==> config.mk <==
export PLATFORM = sky130hd
export DESIGN_NAME = quantum_gate_basis_apply
export DESIGN_NICKNAME = d
export VERILOG_FILES = /design/src/rtl/qgba_pkg.sv /design/src/rtl/quantum_gate_basis_apply.sv
export SDC_FILE = /design/constraint.sdc
export NUM_CORES = 2
export LEC_CHECK = 0
export BUFFER_PORTS_ARGS = -buffer_cell sky130_fd_sc_hd__buf_2
export CAP_MARGIN = 25
export CORE_MARGIN = 1
export CORE_UTILIZATION = 45
export DETAILED_ROUTE_END_ITERATION = 8
export PLACE_DENSITY = 0.57
export SYNTH_ARGS = -nofsm -noshare
export SYNTH_HDL_FRONTEND = slang
export SYNTH_SLANG_ARGS = --single-unit
==> constraint.sdc <==
create_clock -name i_clk -period 10.8 [get_ports i_clk]
set_input_delay 0 -clock i_clk [delete_from_list [all_inputs] [get_ports i_clk]]
set_output_delay 0 -clock i_clk [all_outputs]
set_load 0.005 [all_outputs]
==> src/rtl/qgba_pkg.sv <==
// Package for the controlled quantum gate basis-term unit.
// Holds the field widths, register indexes, gate kinds and operation codes.
// No dependencies.
package qgba_pkg;

    localparam int WIRE_W    = 16;
    localparam int AMP_W     = 16;
    localparam int FRAC_W    = AMP_W - 1;
    localparam int WSEL_W    = 4;
    localparam int KIND_W    = 3;
    localparam int CIDX_W    = 3;
    localparam int CDAT_W    = 16;
    localparam int MOP_W     = AMP_W + 1;
    localparam int PROD_W    = AMP_W + MOP_W;
    localparam int SUM_W     = PROD_W + 1;
    localparam int TDATA_W   = WIRE_W + 2 * AMP_W;

    localparam logic signed [AMP_W-1:0] AMP_MAX = {1'b0, {(AMP_W-1){1'b1}}};
    localparam logic signed [AMP_W-1:0] AMP_MIN = {1'b1, {(AMP_W-1){1'b0}}};
    // 1/sqrt(2) in Q2.15
    localparam logic signed [MOP_W-1:0] ISQ2 = 17'sd23170;

    typedef enum logic [CIDX_W-1:0] {
        REG_GATE_KIND   = 3'd0,
        REG_CTRL_MASK   = 3'd1,
        REG_NEG_MASK    = 3'd2,
        REG_TGT0        = 3'd3,
        REG_TGT1        = 3'd4,
        REG_PHASE_COS   = 3'd5,
        REG_PHASE_SIN   = 3'd6,
        REG_SPARE       = 3'd7
    } t_reg_idx;

    typedef enum logic [KIND_W-1:0] {
        GATE_H      = 3'd0,
        GATE_X      = 3'd1,
        GATE_Y      = 3'd2,
        GATE_Z      = 3'd3,
        GATE_R      = 3'd4,
        GATE_SWAP   = 3'd5,
        GATE_RSV6   = 3'd6,
        GATE_RSV7   = 3'd7
    } t_gate;

    // How the amplitude of a result is formed in the second stage
    typedef enum logic [2:0] {
        OP_PASS = 3'd0,
        OP_NEG  = 3'd1,
        OP_YC1  = 3'd2,
        OP_YC0  = 3'd3,
        OP_MUL  = 3'd4
    } t_op;

    typedef struct packed {
        t_op                op;
        logic               two;
        logic               hneg;
        logic [WIRE_W-1:0]  bits0;
        logic [WIRE_W-1:0]  bits1;
    } t_ctl;

    function automatic logic signed [AMP_W-1:0] neg_sat(input logic signed [AMP_W-1:0] v);
        logic signed [AMP_W-1:0] r;
        r = (v == AMP_MIN) ? AMP_MAX : -v;
        return r;
    endfunction

    // Round a Q4.30 sum to Q1.15, ties toward plus infinity, then saturate
    function automatic logic signed [AMP_W-1:0] rnd_sat(input logic signed [SUM_W-1:0] s);
        logic signed [SUM_W-1:0]        t;
        logic signed [SUM_W-FRAC_W-1:0] q;
        logic signed [AMP_W-1:0]        r;
        t = s + (SUM_W'(1) <<< (FRAC_W - 1));
        q = t[SUM_W-1:FRAC_W];
        if (q > $signed((SUM_W-FRAC_W)'(AMP_MAX)))
            r = AMP_MAX;
        else if (q < $signed({{(SUM_W-FRAC_W-AMP_W){1'b1}}, AMP_MIN}))
            r = AMP_MIN;
        else
            r = q[AMP_W-1:0];
        return r;
    endfunction

endpackage

==> src/rtl/quantum_gate_basis_apply.sv <==
// Top level of the controlled quantum gate basis-term unit.
// Depends on qgba_pkg for widths, register indexes, gate kinds and helpers.
//
// Usage:
//   Input words arrive on s_axis (basis bits, amplitude re, amplitude im).
//   Result words leave on m_axis; tlast marks the final result of a term.
//   Gate settings are written through i_cfg_we / i_cfg_idx / i_cfg_data
//   while no term is in flight; index 7 is ignored.
//   Pipeline: input register, product register, output buffer. An accepted
//   word passes through the input register and the product register into
//   the output buffer, which drives the port; each H term still ahead of it
//   in the buffer holds it back while that term's second word is sent.
//   Throughput: one term per cycle for X, Y, Z, R, swap and for terms whose
//   controls are not met, while m_axis_tready holds; an H term gives two
//   results and holds the single output channel, taking no new term, until both leave.
//   The output buffer holds one term's results (up to two words, the two
//   results of an H term).
//   Reset clears all valid flags and loads the gate registers with their
//   defaults (X gate, no controls, targets 0 and 1, phase cos AMP_MAX, sin 0).
//   When the receiver stalls, words stay in the buffer and the pipeline
//   fills; s_axis_tready drops once all three stages hold a term.
module quantum_gate_basis_apply
    import qgba_pkg::*;
(
    input  logic                i_clk,
    input  logic                i_rst_n,
    input  logic                s_axis_tvalid,
    output logic                s_axis_tready,
    // basis_bits [15:0], amp_re [31:16], amp_im [47:32]
    input  logic [TDATA_W-1:0]  s_axis_tdata,
    output logic                m_axis_tvalid,
    input  logic                m_axis_tready,
    // out_bits [15:0], out_re [31:16], out_im [47:32]
    output logic [TDATA_W-1:0]  m_axis_tdata,
    output logic                m_axis_tlast,
    input  logic                i_cfg_we,
    input  logic [CIDX_W-1:0]   i_cfg_idx,
    input  logic [CDAT_W-1:0]   i_cfg_data
);

    // configuration
    t_gate                      r_kind;
    logic [WIRE_W-1:0]          r_cmask;
    logic [WIRE_W-1:0]          r_nmask;
    logic [WSEL_W-1:0]          r_tgt0;
    logic [WSEL_W-1:0]          r_tgt1;
    logic signed [AMP_W-1:0]    r_cos;
    logic signed [AMP_W-1:0]    r_sin;

    // stage 1: input register
    logic                       r1_v;
    logic [WIRE_W-1:0]          r1_bits;
    logic signed [AMP_W-1:0]    r1_are;
    logic signed [AMP_W-1:0]    r1_aim;

    // stage 2: products and decoded control
    logic                       r2_v;
    t_ctl                       r2_ctl;
    logic signed [AMP_W-1:0]    r2_are;
    logic signed [AMP_W-1:0]    r2_aim;
    logic signed [PROD_W-1:0]   r2_p0, r2_p1, r2_p2, r2_p3;

    // output buffer: slot 0 drives the port, slot 1 holds the second H word
    logic                       r_ov;
    logic                       r_o2v;
    logic [TDATA_W-1:0]         r_o0_data;
    logic                       r_o0_last;
    logic [TDATA_W-1:0]         r_o1_data;

    logic                       out_load_ok;
    logic                       s2_ready;
    logic                       in_take;

    t_ctl                       n_ctl;
    logic signed [MOP_W-1:0]    m0, m1, m2, m3;
    logic [WIRE_W-1:0]          oh0, oh1, sw;
    logic                       ctl_ok, col, b1;

    logic signed [AMP_W-1:0]    n_re, n_im, n_re1, n_im1;

    assign out_load_ok   = !r_ov || (m_axis_tready && !r_o2v);
    assign s2_ready      = !r2_v || out_load_ok;
    assign s_axis_tready = !r1_v || s2_ready;
    assign in_take       = s_axis_tvalid && s_axis_tready;

    assign m_axis_tvalid = r_ov;
    assign m_axis_tdata  = r_o0_data;
    assign m_axis_tlast  = r_o0_last;

    // configuration writes
    always_ff @(posedge i_clk) begin
        if (!i_rst_n) begin
            r_kind  <= GATE_X;
            r_cmask <= '0;
            r_nmask <= '0;
            r_tgt0  <= WSEL_W'(0);
            r_tgt1  <= WSEL_W'(1);
            r_cos   <= AMP_MAX;
            r_sin   <= '0;
        end else if (i_cfg_we) begin
            unique case (t_reg_idx'(i_cfg_idx))
                REG_GATE_KIND: r_kind  <= t_gate'(i_cfg_data[KIND_W-1:0]);
                REG_CTRL_MASK: r_cmask <= i_cfg_data[WIRE_W-1:0];
                REG_NEG_MASK:  r_nmask <= i_cfg_data[WIRE_W-1:0];
                REG_TGT0:      r_tgt0  <= i_cfg_data[WSEL_W-1:0];
                REG_TGT1:      r_tgt1  <= i_cfg_data[WSEL_W-1:0];
                REG_PHASE_COS: r_cos   <= $signed(i_cfg_data[AMP_W-1:0]);
                REG_PHASE_SIN: r_sin   <= $signed(i_cfg_data[AMP_W-1:0]);
                default: ;
            endcase
        end
    end

    // stage 1 decode: controls, target column, rewritten bits, multiplier operands
    always_comb begin
        logic [WIRE_W-1:0] nm;
        logic [WIRE_W-1:0] pm;
        nm     = r_nmask & r_cmask;
        pm     = r_cmask & ~nm;
        ctl_ok = ((r1_bits & pm) == pm) && ((r1_bits & nm) == '0);
        oh0    = WIRE_W'(1) << r_tgt0;
        oh1    = WIRE_W'(1) << r_tgt1;
        col    = r1_bits[r_tgt0];
        b1     = r1_bits[r_tgt1];
        sw     = (r1_bits & ~oh0) | (b1 ? oh0 : '0);
        sw     = (sw & ~oh1) | (col ? oh1 : '0);

        n_ctl.op    = OP_PASS;
        n_ctl.two   = 1'b0;
        n_ctl.hneg  = col;
        n_ctl.bits0 = r1_bits;
        n_ctl.bits1 = r1_bits | oh0;
        m0 = '0;
        m1 = '0;
        m2 = '0;
        m3 = '0;

        if (ctl_ok) begin
            case (r_kind)
                GATE_H: begin
                    n_ctl.op    = OP_MUL;
                    n_ctl.two   = 1'b1;
                    n_ctl.bits0 = r1_bits & ~oh0;
                    m0 = ISQ2;
                    m3 = ISQ2;
                end
                GATE_X: begin
                    n_ctl.bits0 = r1_bits ^ oh0;
                end
                GATE_Y: begin
                    n_ctl.op    = col ? OP_YC1 : OP_YC0;
                    n_ctl.bits0 = r1_bits ^ oh0;
                end
                GATE_Z: begin
                    n_ctl.op = col ? OP_NEG : OP_PASS;
                end
                GATE_R: begin
                    n_ctl.op = col ? OP_MUL : OP_PASS;
                    m0 = MOP_W'(r_cos);
                    m1 = -MOP_W'(r_sin);
                    m2 = MOP_W'(r_sin);
                    m3 = MOP_W'(r_cos);
                end
                GATE_SWAP: begin
                    n_ctl.bits0 = sw;
                end
                default: ;
            endcase
        end
    end

    // stage 2 result forming: pass, negate or Y swap, or products with re = p0 + p1, im = p2 + p3
    always_comb begin
        logic signed [AMP_W-1:0] mre, mim;
        mre = rnd_sat(SUM_W'(r2_p0) + SUM_W'(r2_p1));
        mim = rnd_sat(SUM_W'(r2_p2) + SUM_W'(r2_p3));
        case (r2_ctl.op)
            OP_NEG: begin
                n_re = neg_sat(r2_are);
                n_im = neg_sat(r2_aim);
            end
            OP_YC1: begin
                n_re = r2_aim;
                n_im = neg_sat(r2_are);
            end
            OP_YC0: begin
                n_re = neg_sat(r2_aim);
                n_im = r2_are;
            end
            OP_MUL: begin
                n_re = mre;
                n_im = mim;
            end
            default: begin
                n_re = r2_are;
                n_im = r2_aim;
            end
        endcase
        n_re1 = r2_ctl.hneg ? neg_sat(mre) : mre;
        n_im1 = r2_ctl.hneg ? neg_sat(mim) : mim;
    end

    // valid flags
    always_ff @(posedge i_clk) begin
        if (!i_rst_n) begin
            r1_v  <= 1'b0;
            r2_v  <= 1'b0;
            r_ov  <= 1'b0;
            r_o2v <= 1'b0;
        end else begin
            if (s_axis_tready)
                r1_v <= s_axis_tvalid;
            if (s2_ready)
                r2_v <= r1_v;
            if (r2_v && out_load_ok) begin
                r_ov  <= 1'b1;
                r_o2v <= r2_ctl.two;
            end else if (r_ov && m_axis_tready) begin
                // advance the second word, or drain
                if (r_o2v)
                    r_o2v <= 1'b0;
                else
                    r_ov <= 1'b0;
            end
        end
    end

    // payload
    always_ff @(posedge i_clk) begin
        if (in_take) begin
            r1_bits <= s_axis_tdata[WIRE_W-1:0];
            r1_are  <= $signed(s_axis_tdata[WIRE_W +: AMP_W]);
            r1_aim  <= $signed(s_axis_tdata[WIRE_W+AMP_W +: AMP_W]);
        end
        if (s2_ready) begin
            r2_ctl <= n_ctl;
            r2_are <= r1_are;
            r2_aim <= r1_aim;
            r2_p0  <= PROD_W'(r1_are) * PROD_W'(m0);
            r2_p1  <= PROD_W'(r1_aim) * PROD_W'(m1);
            r2_p2  <= PROD_W'(r1_are) * PROD_W'(m2);
            r2_p3  <= PROD_W'(r1_aim) * PROD_W'(m3);
        end
        if (r2_v && out_load_ok) begin
            r_o0_data <= {n_im, n_re, r2_ctl.bits0};
            r_o0_last <= !r2_ctl.two;
            r_o1_data <= {n_im1, n_re1, r2_ctl.bits1};
        end else if (r_ov && m_axis_tready && r_o2v) begin
            r_o0_data <= r_o1_data;
            r_o0_last <= 1'b1;
        end
    end

endmodule
==> out/summary.txt <==
Final period util: 0.897
first-pass GRT wire length: 296,000 µm
layout cell share with drive strength beyond 1: 0.0632
Syn Inst Count: 6,758
final setup TNS: 0 ns
DIE AREA: 144,000 µm²
Area after DPL: 66,800 µm²
relative slew slack: 0.273
setup repair after global routing missed its margin: no
Core Region: 140,000 µm²
Tmin final: 9.69 ns
clk_skew: 0.0780 ns
final non-filler cell total: 8,725
largest net degree at the start of global routing: 103
grt total ovfl: 0
vias after detailed routing: 48,000
DR WL/cell: 21.8 µm
detailed-router iteration count before antenna repair: 6
flops & latches, synth: 425
syn_nets: 8,403
CP dominant cell by count: fa_1
Hold Path Stages: 2
Mean Syn Cell Area: 9.46 µm²
Mapped Area: 64,000 µm²
die height: 379 µm
post-synth cell types: 93
H-tree levels: 2
Register-to-Register Path Depth: 31
Ports: 123
CTS tree: built
TritonCTS buffer count: 52
Power Total: 6.38 mW
Max Root-Sink Buffers: 3
Fillers: 13,300
Post-synth EDFFs: 346
initial antenna violation count: 9
Syn-to-layout area delta: 8.76%
drt initial violations: 4,106
DR vias/cell: 5.50
final wirelength: 190,000 µm
IR drop worst, VDD: 0.143 mV
Lkg Pwr: 35.2 nW
crit-path max cell delay: 0.70 ns
Min Hold Slack: 0.0328 ns
number of global-route vias before repair: 49,300
initial core utilization: 0.456
Req. time, crit path: 11.14 ns
crit-path max FO: 62
maxcap violations: 0
asr flop ratio synth: 0
Post-synth top flop: edfxtp_1
Max Freq: 103 MHz
power density of the placed cells: 91.7 nW/µm²
Final HPWL DP: 148,000 µm
status: complete, no violations
Die Width: 379 µm
# DRC: 0
CTS clk-pin slew, worst paths: 0.07 ns
worst slew pin tran: 1.08 ns
Post-Layout Inst Area: 69,600 µm²
final setup vio count: 0
antenna-violating nets left: 0
nets: 8,449
FP Rows: 137
Worst-Skew Late Latency: 0.69 ns
Synth Warn #: 0
slowest CP cell: and3_4
count of final max-slew check failures: 0
post-CTS sizing: 0
Final Hold Viols: 0
CP Capture Type: flop
overall routing resource usage: 0.272
CTS sink count: 425
Seq/Total Area, Yosys: 0.187
kind of critical path: flop to flop
crit start category: flop
Hold Crit Class: input port to flop
CTS Root Cell: clkbuf_16
Worst Path Arrival: 10.03 ns
GP Congestion: 0.934
post-CTS setup buffer count: 0
Cells after DPL: 8,534
Buffers on Ports: 122
## metal layers
layer | track usage | vias up | wire length, µm
met1 | 0.372 | 24400 | 81700
met5 | 0 | - | 13
met2 | 0.439 | 1590 | 88000
met4 | 0.0940 | 2 | 7400
li1 | - | 21700 | -
met3 | 0.0417 | 267 | 13100
## registers in the layout, summed over array words and instances, names as in the netlist, 16 cells and up
register,cells
m_axis_tdata,48
r_o1_data,48
r2_ctl,37
r2_p0,33
r2_p1,33
r2_p2,33
r2_p3,33
r1_aim,16
r1_are,16
r1_bits,16
r2_aim,16
r2_are,16
r_cmask,16
r_cos,16
r_nmask,16
r_sin,16
## metrics by stage
stage	setup WS, ns	util
floorplan	2.52	-
global placement	1.57	0.475
detailed placement	1.30	0.476
CTS	1.22	0.496
global route	0.574	0.496
finish	1.11	0.496
## placed cells by master, fill, tap and decap left out, types with 53 or more instances in the layout
master / netlist / final
a21oi_1: 183 / 183
nand2_1: 874 / 873
nor2_1: 239 / 238
buf_4: 0 / 134
a21boi_0: 66 / 60
buf_2: 6 / 122
and3_1: 430 / 429
inv_1: 1263 / 1263
a21o_1: 69 / 69
dfxtp_1: 79 / 79
fa_1: 1077 / 1077
o21ai_0: 180 / 180
xor2_1: 63 / 63
ha_1: 496 / 496
and2_1: 147 / 147
clkbuf_16: 0 / 53
nand3_1: 74 / 74
xnor2_1: 160 / 159
dlygate4sd3_1: 0 / 91
edfxtp_1: 346 / 346
## synth_stat cells, types with 10 or more instances
master,number,area [µm²]
nand4_1,17,106
nor3_1,48,240
a31oi_1,45,282
or2_2,16,100
xnor2_1,160,1400
ha_1,496,6210
a221oi_1,14,123
a21boi_0,66,495
nand2_1,874,3280
o211ai_1,27,203
nor2_1,239,897
and3_1,430,2690
o31a_1,10,87.6
edfxtp_1,346,10400
o21bai_1,20,150
clkbuf_1,351,1320
fa_1,1077,21600
mux4_2,19,428
nand3b_1,11,82.6
and2_0,10,62.6
and2_1,147,920
nand2b_1,36,225
nand3_1,74,370
o31ai_1,14,105
o21a_1,26,195
o21ai_0,180,901
a22oi_1,14,105
nor2b_1,42,263
or3_1,21,131
nor4_1,11,68.8
dfxtp_1,79,1580
a21oi_1,183,916
a21o_1,69,518
inv_1,1263,4740
o22ai_1,23,144
xor2_1,63,552
mux2i_1,46,460
a211oi_1,39,293
## timing repair
action | 4_1_cts | 5_1_grt
hold endpoints to repair | 127 | 0
hold buffers | 91 | 0
endpoints found under the setup margin | 0 | 0
## cells by family (layout without fill, tap and decap cells)
kind of cell / after synthesis / after routing / share of synthesized area
AOI/OAI and AO/OA: 829 / 829 / 0.0852
muxes: 71 / 71 / 0.0149
adders and majority gates: 1573 / 1573 / 0.434
and+or+nand+nor: 2008 / 2008 / 0.152
other: 0 / 1 / 0
buffers and inverters: 1628 / 1718 / 0.0957
DFF: 425 / 425 / 0.187
xor gates and xnor gates: 224 / 224 / 0.0308
## cell type report
| type | instances | area [µm²] | share of cell area |
|---|---|---|---|
| clock buffer | 57 | 1350 | 0.0194 |
| multi-input combinational | 4705 | 45900 | 0.660 |
| sequential | 425 | 12000 | 0.172 |
| antenna | 1 | 2.50 | 0.0000360 |
| tap | 1876 | 2350 | 0.0337 |
| clock inverter | 41 | 504 | 0.00725 |
| inverter | 1266 | 4750 | 0.0683 |
| timing repair buffer | 354 | 2690 | 0.0386 |
## path summary, 6_finish.rpt
kind	start	endpoint	slack, ns
setup / recovery	r1_bits[2]$_DFFE_PP_	r2_p0[32]$_DFFE_PP_	1.11
hold / removal	s_axis_tdata[20]	r1_are[4]$_DFFE_PP_	0.03
setup reg to reg	r1_bits[2]$_DFFE_PP_	r2_p0[32]$_DFFE_PP_	1.11
hold reg to reg	r2_ctl[12]$_DFFE_PP_	r_o1_data[12]$_DFFE_PP_	0.42
## report_power, final
| group | switching, mW | internal [mW] |
|---|---|---|
| combinational | 1.56 | 0.831 |
| sequential | 0.117 | 1.96 |
| clock | 0.821 | 1.09 |
## worst max-delay path: cells and delay by family (launching register included)
kind | cells | cell delay [ns]
adder cells (fa/ha/maj) | 7 | 3.33
AND/OR/NAND/NOR | 9 | 2.42
AO/OA/AOI/OAI | 7 | 1.57
buffers and inverters | 6 | 1.09
flip-flops | 1 | 0.48
XOR/XNOR | 2 | 0.37
(Power assumes the default switching activity.)
